[src/sv/kppl_pkg.sv]
`default_nettype none

package kppl_pkg;

    localparam int KEY_W   = 8;
    localparam int PIN_W   = 32;
    localparam int TRIES_W = 4;
    localparam int TICKS_W = 16;
    localparam int DIGIT_W = 3;
    localparam int ROLE_W  = 2;
    localparam int IDX_W   = 3;

    typedef enum logic [1:0] {
        PH_SELECT = 2'd0,
        PH_ENTRY  = 2'd1,
        PH_LOCKED = 2'd2
    } phase_t;

    typedef enum logic [2:0] {
        ST_NONE      = 3'd0,
        ST_WRONG_SEL = 3'd1,
        ST_ROLE      = 3'd2,
        ST_DIGIT     = 3'd3,
        ST_GRANTED   = 3'd4,
        ST_WRONG_PIN = 3'd5,
        ST_LOCKED    = 3'd6,
        ST_LOCK_END  = 3'd7
    } status_t;

    typedef enum logic [IDX_W-1:0] {
        REG_ADMIN_PIN     = 3'd0,
        REG_GUEST_PIN     = 3'd1,
        REG_ADMIN_SEL     = 3'd2,
        REG_GUEST_SEL     = 3'd3,
        REG_FAIL_LIMIT    = 3'd4,
        REG_BLOCK_TICKS   = 3'd5,
        REG_START_BLOCKED = 3'd6
    } reg_idx_t;

    localparam logic [ROLE_W-1:0] ROLE_NONE  = 2'd0;
    localparam logic [ROLE_W-1:0] ROLE_ADMIN = 2'd1;
    localparam logic [ROLE_W-1:0] ROLE_GUEST = 2'd2;

    typedef struct packed {
        logic             action;
        logic [KEY_W-1:0] key;
    } item_t;

    typedef struct packed {
        logic [PIN_W-1:0]   admin_pin;
        logic [PIN_W-1:0]   guest_pin;
        logic [KEY_W-1:0]   admin_select_key;
        logic [KEY_W-1:0]   guest_select_key;
        logic [TRIES_W-1:0] fail_limit;
        logic [TICKS_W-1:0] block_ticks;
    } cfg_t;

    typedef struct packed {
        status_t            status;
        logic [ROLE_W-1:0]  granted_role;
        logic [TRIES_W-1:0] tries_left;
        logic [DIGIT_W-1:0] digits_entered;
    } res_t;

endpackage

`default_nettype wire

[src/sv/kppl_core.sv]
`default_nettype none

module kppl_core
    import kppl_pkg::*;
#(
    parameter int PIN_LENGTH = 4
)
(
    input  wire logic  clk,
    input  wire logic  rst_n,
    input  wire logic  run,
    input  wire item_t item,
    input  wire cfg_t  cfg,
    input  wire logic  lock_load,
    output res_t       res
);

    phase_t             ph_reg, ph_next;
    logic               role_reg, role_next;
    logic [DIGIT_W-1:0] cnt_reg, cnt_next;
    logic [TRIES_W-1:0] failed_reg, failed_next;
    logic [TICKS_W-1:0] cd_reg, cd_next;
    logic [KEY_W-1:0]   pin_reg [PIN_LENGTH];
    logic [KEY_W-1:0]   pin_next [PIN_LENGTH];

    logic               is_tick;
    logic               in_lock;
    logic               in_entry;
    logic               hit_admin;
    logic               hit_guest;
    logic [DIGIT_W-1:0] cnt_inc;
    logic               last_digit;
    logic [PIN_W-1:0]   want;
    logic               match;
    logic [TRIES_W-1:0] fail_inc;
    logic               fail_lock;
    logic               tick_end;
    logic               key_entry;

    assign is_tick    = item.action;
    assign in_lock    = (ph_reg == PH_LOCKED);
    assign in_entry   = (ph_reg == PH_ENTRY);
    assign hit_admin  = (item.key == cfg.admin_select_key);
    assign hit_guest  = (item.key == cfg.guest_select_key);
    assign cnt_inc    = cnt_reg + 3'd1;
    assign last_digit = (cnt_inc >= DIGIT_W'(PIN_LENGTH));
    assign want       = role_reg ? cfg.guest_pin : cfg.admin_pin;
    assign fail_inc   = failed_reg + 4'd1;
    assign fail_lock  = (fail_inc >= cfg.fail_limit);
    assign tick_end   = (cd_reg <= 16'd1);
    assign key_entry  = run && !is_tick && in_entry;

    // digit capture and compare against the chosen role's pin
    always_comb
    begin
        match = 1'b1;
        for (int i = 0; i < PIN_LENGTH; i++)
        begin
            pin_next[i] = (key_entry && cnt_reg == DIGIT_W'(i)) ? item.key : pin_reg[i];
            match       = match && (pin_next[i] == want[8*i +: 8]);
        end
    end

    // next state
    always_comb
    begin
        ph_next     = ph_reg;
        role_next   = role_reg;
        cnt_next    = cnt_reg;
        failed_next = failed_reg;
        cd_next     = cd_reg;
        if (lock_load)
        begin
            ph_next  = PH_LOCKED;
            cd_next  = cfg.block_ticks;
            cnt_next = '0;
        end
        else if (run)
        begin
            if (is_tick)
            begin
                if (in_lock)
                begin
                    if (tick_end)
                    begin
                        cd_next     = '0;
                        failed_next = '0;
                        ph_next     = PH_SELECT;
                    end
                    else
                    begin
                        cd_next = cd_reg - 16'd1;
                    end
                end
            end
            else if (in_entry)
            begin
                cnt_next = cnt_inc;
                if (last_digit)
                begin
                    cnt_next = '0;
                    if (match)
                    begin
                        failed_next = '0;
                        ph_next     = PH_SELECT;
                    end
                    else
                    begin
                        failed_next = fail_inc;
                        if (fail_lock)
                        begin
                            ph_next = PH_LOCKED;
                            cd_next = cfg.block_ticks;
                        end
                    end
                end
            end
            else if (!in_lock)
            begin
                if (hit_admin || hit_guest)
                begin
                    role_next = !hit_admin;
                    ph_next   = PH_ENTRY;
                    cnt_next  = '0;
                end
            end
        end
    end

    // result fields
    always_comb
    begin
        priority if (is_tick)
        begin
            res.status = (in_lock && tick_end) ? ST_LOCK_END : ST_NONE;
        end
        else if (in_lock)
        begin
            res.status = ST_LOCKED;
        end
        else if (in_entry)
        begin
            if (!last_digit)
            begin
                res.status = ST_DIGIT;
            end
            else if (match)
            begin
                res.status = ST_GRANTED;
            end
            else
            begin
                res.status = fail_lock ? ST_LOCKED : ST_WRONG_PIN;
            end
        end
        else
        begin
            res.status = (hit_admin || hit_guest) ? ST_ROLE : ST_WRONG_SEL;
        end
        if (res.status == ST_GRANTED)
        begin
            res.granted_role = role_reg ? ROLE_GUEST : ROLE_ADMIN;
        end
        else
        begin
            res.granted_role = ROLE_NONE;
        end
        res.tries_left     = (failed_next >= cfg.fail_limit) ? '0
                           : cfg.fail_limit - failed_next;
        res.digits_entered = cnt_next;
    end

    always_ff @(posedge clk or negedge rst_n)
    begin
        if (!rst_n)
        begin
            ph_reg     <= PH_SELECT;
            role_reg   <= 1'b0;
            cnt_reg    <= '0;
            failed_reg <= '0;
            cd_reg     <= '0;
        end
        else
        begin
            ph_reg     <= ph_next;
            role_reg   <= role_next;
            cnt_reg    <= cnt_next;
            failed_reg <= failed_next;
            cd_reg     <= cd_next;
        end
    end

    always_ff @(posedge clk)
    begin
        for (int i = 0; i < PIN_LENGTH; i++)
        begin
            pin_reg[i] <= pin_next[i];
        end
    end

endmodule

`default_nettype wire

[src/sv/keypad_pin_lock_with_lockout.sv]
// channel  | dir | handshake           | payload
// s_       | in  | s_tvalid / s_tready | s_tuser action, s_tdata key
// m_       | out | m_tvalid / m_tready | m_tuser status, m_tdata role, tries, digits
// cfg_     | in  | cfg_valid/cfg_ready | cfg_index register, cfg_data value
//
// one event per cycle sustained while m_tready is high; each event passes the input register then the result register
// the lock state and the pin compare settle in the single stage between them
// reset leaves the block in select with all counts cleared and config registers at defaults
// a stalled result holds m_ and the input register still takes one more request
// cfg_ready is always high

`default_nettype none

module keypad_pin_lock_with_lockout
    import kppl_pkg::*;
#(
    parameter int PIN_LENGTH = 4
)
(
    input  wire logic              clk,
    input  wire logic              rst_n,

    input  wire logic              s_tvalid,
    output logic                   s_tready,
    input  wire logic [KEY_W-1:0]  s_tdata,   // key
    input  wire logic              s_tuser,   // action

    output logic                   m_tvalid,
    input  wire logic              m_tready,
    output logic [15:0]            m_tdata,   // granted_role, tries_left, digits_entered, zeros
    output logic [2:0]             m_tuser,   // status

    input  wire logic              cfg_valid,
    output logic                   cfg_ready,
    input  wire logic [IDX_W-1:0]  cfg_index,
    input  wire logic [PIN_W-1:0]  cfg_data
);

    cfg_t  cfg_reg;
    logic  in_vld_reg;
    item_t in_item_reg;
    logic  out_vld_reg;
    res_t  out_res_reg;
    res_t  res;
    logic  advance;
    logic  cfg_wr;
    logic  lock_load;

    assign cfg_ready = 1'b1;
    assign cfg_wr    = cfg_valid && cfg_ready;
    assign lock_load = cfg_wr && (reg_idx_t'(cfg_index) == REG_START_BLOCKED) && cfg_data[0];

    assign advance  = in_vld_reg && (!out_vld_reg || m_tready);
    assign s_tready = !in_vld_reg || advance;

    assign m_tvalid = out_vld_reg;
    assign m_tuser  = out_res_reg.status;
    assign m_tdata  = {7'd0, out_res_reg.digits_entered, out_res_reg.tries_left,
                       out_res_reg.granted_role};

    always_ff @(posedge clk or negedge rst_n)
    begin
        if (!rst_n)
        begin
            cfg_reg.admin_pin        <= '0;
            cfg_reg.guest_pin        <= '0;
            cfg_reg.admin_select_key <= 8'd48;
            cfg_reg.guest_select_key <= 8'd49;
            cfg_reg.fail_limit       <= 4'd3;
            cfg_reg.block_ticks      <= 16'd20000;
        end
        else if (cfg_wr)
        begin
            unique case (reg_idx_t'(cfg_index))
                REG_ADMIN_PIN:     cfg_reg.admin_pin        <= cfg_data;
                REG_GUEST_PIN:     cfg_reg.guest_pin        <= cfg_data;
                REG_ADMIN_SEL:     cfg_reg.admin_select_key <= cfg_data[KEY_W-1:0];
                REG_GUEST_SEL:     cfg_reg.guest_select_key <= cfg_data[KEY_W-1:0];
                REG_FAIL_LIMIT:    cfg_reg.fail_limit       <= cfg_data[TRIES_W-1:0];
                REG_BLOCK_TICKS:   cfg_reg.block_ticks      <= cfg_data[TICKS_W-1:0];
                REG_START_BLOCKED: ;   // start-up lock flag acts through lock_load
                default:           ;
            endcase
        end
    end

    always_ff @(posedge clk or negedge rst_n)
    begin
        if (!rst_n)
        begin
            in_vld_reg  <= 1'b0;
            out_vld_reg <= 1'b0;
        end
        else
        begin
            if (s_tready)
            begin
                in_vld_reg <= s_tvalid;
            end
            if (advance)
            begin
                out_vld_reg <= 1'b1;
            end
            else if (m_tready)
            begin
                out_vld_reg <= 1'b0;
            end
        end
    end

    always_ff @(posedge clk)
    begin
        if (s_tready && s_tvalid)
        begin
            in_item_reg.action <= s_tuser;
            in_item_reg.key    <= s_tdata;
        end
        if (advance)
        begin
            out_res_reg <= res;
        end
    end

    kppl_core #(
        .PIN_LENGTH (PIN_LENGTH)
    ) u_core (
        .clk       (clk),
        .rst_n     (rst_n),
        .run       (advance),
        .item      (in_item_reg),
        .cfg       (cfg_reg),
        .lock_load (lock_load),
        .res       (res)
    );

endmodule

`default_nettype wire

[config.mk]
export PLATFORM = sky130hd
export DESIGN_NAME = keypad_pin_lock_with_lockout
export DESIGN_NICKNAME = d
export VERILOG_FILES = /design/src/sv/kppl_pkg.sv /design/src/sv/kppl_core.sv /design/src/sv/keypad_pin_lock_with_lockout.sv
export SDC_FILE = /design/constraint.sdc
export NUM_CORES = 1
export LEC_CHECK = 0
export BUFFER_PORTS_ARGS = -buffer_cell sky130_fd_sc_hd__buf_4
export CORE_MARGIN = 5
export CORE_UTILIZATION = 25
export DETAILED_ROUTE_END_ITERATION = 10
export GPL_ROUTABILITY_DRIVEN = 0
export MAX_ROUTING_LAYER = met4
export PLACE_DENSITY = 0.5
export SLEW_MARGIN = 30
export SYNTH_ARGS = -nofsm -noshare
export SYNTH_HDL_FRONTEND = slang
export SYNTH_HIERARCHICAL = 1
export SYNTH_SLANG_ARGS = --single-unit
[constraint.sdc]
create_clock -name clk -period 7.2 [get_ports clk]
set_input_delay 1.08 -clock clk [delete_from_list [all_inputs] [get_ports clk]]
set_output_delay 1.08 -clock clk [all_outputs]
set_load 0.02 [all_outputs]
## Word-level counts from Yosys, hierarchy flattened

Memory sizes are Yosys's and may differ from the RTL's.
Cells that the tools add are included.

| operators by class | value |
|---|---|
| mux-type cells | 51 |
| $add $sub $neg | 4 |
| equality and inequality tests | 24 |
| reduce and logical (&&, ||, !) cells | 38 |
| bitwise logic cells | 4 |
| magnitude comparators | 4 |

Operator list:

| operator | number |
|---|---|
| $mux 16 | 9 |
| $eq 8x8->1 | 6 |
| $mux 3 | 13 |
| $mux 32 | 1 |
| $mux 4 | 8 |
| $mux 8 | 4 |
| $mux 2 | 14 |
| $le 16x1->1 const B | 1 |
| $sub 16x1->16 const B | 1 |
| $logic_and 1x1->1 | 14 |
| $eq 3x2->1 const B | 4 |
| $eq 3x3->1 const B | 4 |
| $reduce_and 2->1 | 6 |
| $reduce_and 6->1 | 2 |
| $reduce_bool 3->1 | 3 |
| $ge 4x4->1 | 2 |
| $ne 4x4->1 const B | 2 |
| $reduce_and 7->1 | 1 |
| $eq 3x1->1 const B | 2 |
| $logic_not 3->1 | 2 |
| $ne 3x1->1 const B | 2 |
| $ne 5x5->1 const B | 1 |
| $add 4x1->4 const B | 1 |
| $logic_not 1->1 | 4 |
| 11 further kinds | 18 |

| storage, ports and cells | value |
|---|---|
| register bits | 149 |
| word-level logic and storage cells | 145 |
| RAM bits | 32 |
| memories kept | 1 |
| input port bits | 49 |
| output and inout bits | 22 |

Memories:

| name | depth | width | read ports | clocked after memory_dff | wr ports | line | text |
|---|---|---|---|---|---|---|---|
| u_core.pin_reg | 4 | 8 | 4 | 0 | 4 | kppl_core.sv:23 | `logic [KEY_W-1:0] pin_reg [PIN_LENGTH];` |

## Logic depth before layout (Yosys ltp)

| logic depth | value |
|---|---|
| word-level depth | 18 |
| mapped depth | 20 |
| depth with buffers taken out | 17 |

## By module

The synthesis kept the hierarchy.

By module, submodules not included:

| module | cells an instance | area each (um^2) | seq. area each (um^2) | times used |
|---|---|---|---|---|
| keypad_pin_lock_with_lockout | 259 | 4609.4 | 3198.1 | 1 |
| kppl_core | 498 | 4365.4 | 1291.2 | 1 |

## Worst setup path before layout

Ideal clock, no wire load.

| timing path | value |
|---|---|
| path type | input-to-reg |
| start point | input m_tready |
| end point | register out_res_reg, in the netlist m_tdata[4] (data pin) |
| library setup time | 138 ps |
| setup slack | 1789 ps |
| cell stages on the path | 19 |
| required time | 7062 ps |
| path buffers | 2 |
| arrival time | 5273 ps |
| cells stage by stage | nand2b_1 > and2_1 > buf_4 > and4bb_2 > buf_4 > and3_1 > a211oi_1 > or4_1 > or4_4 > nor4_4 > nor4_1 > mux2_2 > ha_1 > fa_1 > inv_1 > a21o_1 > a21oi_1 > a41o_1 > nor2_1 |

| between the ends | value |
|---|---|
| word-level cells in the longest chain between the ends | 17 |
| elaborated cells on any way between the ends | 27 |
| classes of those cells | add/sub: 1; order compare: 1; eq/ne: 4; mux: 10; reduce/logical: 11 |

Ends and longest elaborated chain:

| item | line | text |
|---|---|---|
| from (decl) | keypad_pin_lock_with_lockout.sv:29 | `input wire logic m_tready,` |
| $logic_or 1x1->1 (*) | keypad_pin_lock_with_lockout.sv:53 | `assign advance = in_vld_reg && (!out_vld_reg \|\| m_tready);` |
| $logic_and 1x1->1 (*) | keypad_pin_lock_with_lockout.sv:53 |  |
| named net advance | keypad_pin_lock_with_lockout.sv:45 | `logic advance;` |
| $logic_and 1x1->1 (2 in a row) | kppl_core.sv:51 | `assign key_entry = run && !is_tick && in_entry;` |
| $logic_and 1x1->1 | kppl_core.sv:59 | `pin_next[i] = (key_entry && cnt_reg == DIGIT_W'(i)) ? item.key : pin_reg[i];` |
| $mux 8 | kppl_core.sv:59 |  |
| $eq 8x8->1 | kppl_core.sv:60 | `match = match && (pin_next[i] == want[8*i +: 8]);` |
| $logic_and 1x1->1 (3 in a row) | kppl_core.sv:60 |  |
| $mux 4 | kppl_core.sv:102 | `if (match)` |
| $mux 4 | kppl_core.sv:99 | `if (last_digit)` |
| $mux 4 | kppl_core.sv:96 | `else if (in_entry)` |
| $mux 4 | kppl_core.sv:80 | `if (is_tick)` |
| $mux 4 (*) | kppl_core.sv:78 | `else if (run)` |
| $mux 4 (*) | kppl_core.sv:72 | `if (lock_load)` |
| named net u_core.failed_next[0] | kppl_core.sv:21 | `logic [TRIES_W-1:0] failed_reg, failed_next;` |
| $sub 4x4->4 or $ge 4x4->1 (tied branches) | kppl_core.sv:169, kppl_core.sv:168 |  |
| to (signal assigned) | keypad_pin_lock_with_lockout.sv:120 | `out_res_reg <= res;` |
| to (decl) | keypad_pin_lock_with_lockout.sv:43 | `res_t out_res_reg;` |

The timed path passes the listed nets; every way through them passes the cells marked *.
A chain may end at the register's enable or synchronous reset.

## Worst setup path in the final report

| timing path | value |
|---|---|
| start point | input m_tready |
| end point | register out_res_reg, in the netlist m_tdata[5] (data pin) |

The elaborated chain is that of the path after synthesis.

==> flow_metrics.env <==
export IMPL_cts_buffers=17
export IMPL_cts_resized=0
export IMPL_synth_yosys_seq_area_share_pct=50.02
export IMPL_fin_crit_sh_pct=76.72
export IMPL_wl_per_cell_um=17.88
export IMPL_endpoint_kind="register"
export IMPL_multi_input_area_mm2=0.004138
export IMPL_fin_nets=874
export IMPL_dieArea_mm2=0.03979
export IMPL_cts_root_buf="clkbuf_16"
export IMPL_drt_wl_total_mm=22.89
export IMPL_via_per_inst=4.790
export IMPL_cap_violations=0
export IMPL_cts_tree="built"
export IMPL_areaGrowthSynthToFinish_pct=16.27
export IMPL_synth_distinct_cells=73
export IMPL_max_freq_mhz=181.0
export IMPL_use_met1_pct=16.01
export IMPL_crit_path_start_kind="input port"
export IMPL_post_cts_buffers=0
export IMPL_htree_levels=4
export IMPL_crit_fanout=21
export IMPL_seqPwrFrac_pct=45.3
export IMPL_start_util_pct=25.29
export IMPL_grt_overflow=0
export IMPL_firstDrtPassIters=5
export IMPL_postRouteAntennaNets=0
export IMPL_synthXorXnorAreaFrac_pct=2.830
export IMPL_n_fill_cell=3645
export IMPL_synthArstFlopShare_pct=70.72
export IMPL_utilization_pct=29.41
export IMPL_worstMarginPinSlew_ns=0.8076
export IMPL_globalRouteMet3Util_pct=2.192
export IMPL_core_area_mm2=0.03548
export IMPL_synth_area_mm2=0.008975
export IMPL_syn_area_per_cell_um2=11.86
export IMPL_max_slew_margin_pct=46.16
export IMPL_ir_worst_vdd_mv=0.1063
export IMPL_met2_usage_pct=19.33
export IMPL_dp_worst_setup_slack_ns=1.242
export IMPL_drt_initial_drc_count=418
export IMPL_worstPathArrival_ns=5.81
export IMPL_final_hold_violation_count=0
export IMPL_grt_busiest_layer="met2"
export IMPL_cts_hold_buffers_added=0
export IMPL_pin_count=71
export IMPL_internal_power_mw=2.182
export IMPL_p_comb_share_pct=24.9
export IMPL_dp_hpwl_mm=16.52
export IMPL_synth_edf_count=21
export IMPL_finalSetupTns_ns=0
export IMPL_synth_top_family_by_area="multiplexers"
export IMPL_grt_max_degree=66
export IMPL_first_global_vias=6224
export IMPL_seq_area_mm2=0.004491
export IMPL_dominantRegCellSynth="dfrtp_1"
export IMPL_synthSimpleGateAreaFrac_pct=9.898
export IMPL_ys_warn_count=6
export IMPL_synthMuxAreaShare_pct=18.49
export IMPL_min_period_ns=5.524
export IMPL_synth_fa_ha_area_share_pct=2.732
export IMPL_min_path_type="reg -> reg"
export IMPL_powerDensity_mw_per_mm2=303.6
export IMPL_skew_ns=0.01036
export IMPL_p_clk_share_pct=29.8
export IMPL_rsz0062_at_grt="no"
export IMPL_setup_viol=0
export IMPL_synth_compound_area_share_pct=11.63
export IMPL_power_leakage_nw=4.348
export IMPL_power_switching_uw=986.1
export IMPL_vias=6131
export IMPL_clkSlewWorstSetupHoldPaths_ns=0.07
export IMPL_drc=0
export IMPL_largest_register_ffs=100
export IMPL_slew_violations=0
export IMPL_antenna_found_initial=0
export IMPL_grtUsageTotal_pct=12.05
export IMPL_switching_share_pct=31.13
export IMPL_port_buffers=62
export IMPL_status="finished, final reports clean"
export IMPL_die_height_um=199.5
export IMPL_drive_above_1_share_pct=29.67
export IMPL_timing_final_ws_setup_ns=1.676
export IMPL_crit_type="in -> reg"
export IMPL_cts_buffer_depth=2
export IMPL_cts_sinks=181
export IMPL_clock_latency_ns=0.43
export IMPL_ys_ff_latch=181
export IMPL_grt_pass1_wl_mm=36.29
export IMPL_fp_dieW_um=199.5
export IMPL_syn_inst=757
export IMPL_diodes=0
export IMPL_worstPathRequired_ns=7.49
export IMPL_rows=69
final cells by class:
| cell class | instances | area share [%] |
|---|---|---|
| Clock buffer | 21 | 4.628 |
| Timing Repair Buffer | 71 | 5.144 |
| Tap cell | 461 | 5.528 |
| Sequential cell | 181 | 43.03 |
| Multi-Input combinational cell | 509 | 39.65 |
| Clock inverter | 11 | 1.079 |
| Inverter | 26 | 0.9353 |
critical path, stage by stage:
cell and delay (ns):
buf_4 0.08, nand2b_1 0.10, and2_1 0.21, buf_4 0.31, nand4bb_1 0.31, o21ai_0 0.37, a211oi_1 0.13, or4_1 0.55
or4_4 0.51, nor4_4 0.28, buf_4 0.24, nor4_1 0.12, mux2_2 0.30, ha_1 0.21, fa_1 0.40, inv_1 0.07
a21o_1 0.10, a21oi_1 0.07, a41o_1 0.24, nor2_1 0.11
layout by cell type, fill, tap and decap left out, types with 7 or more instances in the layout:
master	n
nor2_1	23
conb_1	8
dfrtp_1	115
a211oi_1	14
a21o_1	16
dfxtp_1	32
a22oi_1	12
inv_1	25
nand3_1	17
buf_4	70
mux2i_1	33
ha_1	18
nor3_1	15
o221ai_1	13
clkbuf_16	19
a21oi_1	19
mux2_2	114
dfstp_2	12
and3_1	18
o21ai_0	16
xnor2_1	23
edfxtp_1	21
nand2_1	41
nand4_1	7
final timing paths:
path / cells past startpoint / start / slack (ns) / to
max: 20 / m_tready / 1.68 / m_tdata[5]$_DFFE_PP_
max reg2reg: 18 / u_core/ph_reg[1]$_DFFE_PN0P_ / 2.02 / m_tdata[5]$_DFFE_PP_
min reg2reg: 1 / u_core/pin_reg[2][2]$_DFF_P_ / 0.48 / u_core/pin_reg[2][2]$_DFF_P_
min: 1 / u_core/pin_reg[2][2]$_DFF_P_ / 0.48 / u_core/pin_reg[2][2]$_DFF_P_
min in group asynchronous: 1 / rst_n / 0.65 / u_core/cd_reg[9]$_DFFE_PN0P_
max in group asynchronous: 2 / rst_n / 5.30 / u_core/cd_reg[5]$_DFFE_PN0P_
Yosys cell counts, types with 3 or more instances:
master	number	area, µm²
dfrtp_1	116	2903
mux2_2	114	1284
nand2_1	41	153.9
mux2i_1	33	330.3
dfxtp_1	32	640.6
inv_1	25	93.84
nor2_1	24	90.09
xnor2_1	23	201.4
edfxtp_1	21	630.6
a21oi_1	19	95.09
and3_1	18	112.6
buf_4	18	135.1
ha_1	18	225.2
nand3_1	17	85.08
a21o_1	16	120.1
clkbuf_1	16	60.06
o21ai_0	16	80.08
nor3_1	15	75.07
a211oi_1	14	105.1
o221ai_1	13	113.9
a22oi_1	12	90.09
dfstp_2	12	315.3
nand4_1	7	43.79
buf_2	6	30.03
nand2b_1	6	37.54
nor4_1	6	37.54
xor2_1	6	52.55
buf_6	5	56.30
o211ai_1	5	37.54
o311ai_0	5	43.79
a222oi_1	4	40.04
mux2_1	4	45.04
a2111oi_0	3	26.28
a22o_1	3	26.28
a31oi_1	3	18.77
a32oi_1	3	26.28
and2_1	3	18.77
nand3b_1	3	22.52
o21a_1	3	22.52
or4_1	3	22.52
per-layer routing:
layer  wire length, µm  vias up
li1                  -     2908
met1             10780     3078
met2             11080      131
met3               752       14
met4               276        0
met5                 0        -
metrics by stage:
stage / instances / hold WS (ns) / instance area, µm² / total power, mW
2_1_floorplan: 763 / 0.4445 / 8997 / 1.995
3_3_place_gp: 1248 / 0.4630 / 9833 / 2.240
3_5_place_dp: 1248 / 0.4682 / 9836 / 2.247
4_1_cts: 1280 / 0.4852 / 10430 / 3.205
5_1_grt: 1280 / 0.5043 / 10440 / 3.360
6_report: 1280 / 0.4801 / 10440 / 3.168
logic make-up (layout without fill, tap and decap cells):
logic type,Yosys count,count (layout)
other,2,8
adders and majority gates,19,19
and+or+nand+nor,161,161
AOI/OAI and AO/OA,141,141
xor gates and xnor gates,29,29
DFF,181,181
buffers and inverters,73,129
muxes,151,151
power groups by stage:
| stage | combinational [mW] | sequential, mW | clock (mW) |
|---|---|---|---|
| 2_1_floorplan | 0.585 | 1.41 | 0 |
| 3_3_place_gp | 0.786 | 1.45 | 0 |
| 3_5_place_dp | 0.791 | 1.46 | 0 |
| 4_1_cts | 0.794 | 1.44 | 0.973 |
| 5_1_grt | 0.880 | 1.47 | 1.01 |
| 6_report | 0.788 | 1.44 | 0.944 |
Note: power is estimated with default switching activity, not from simulation.
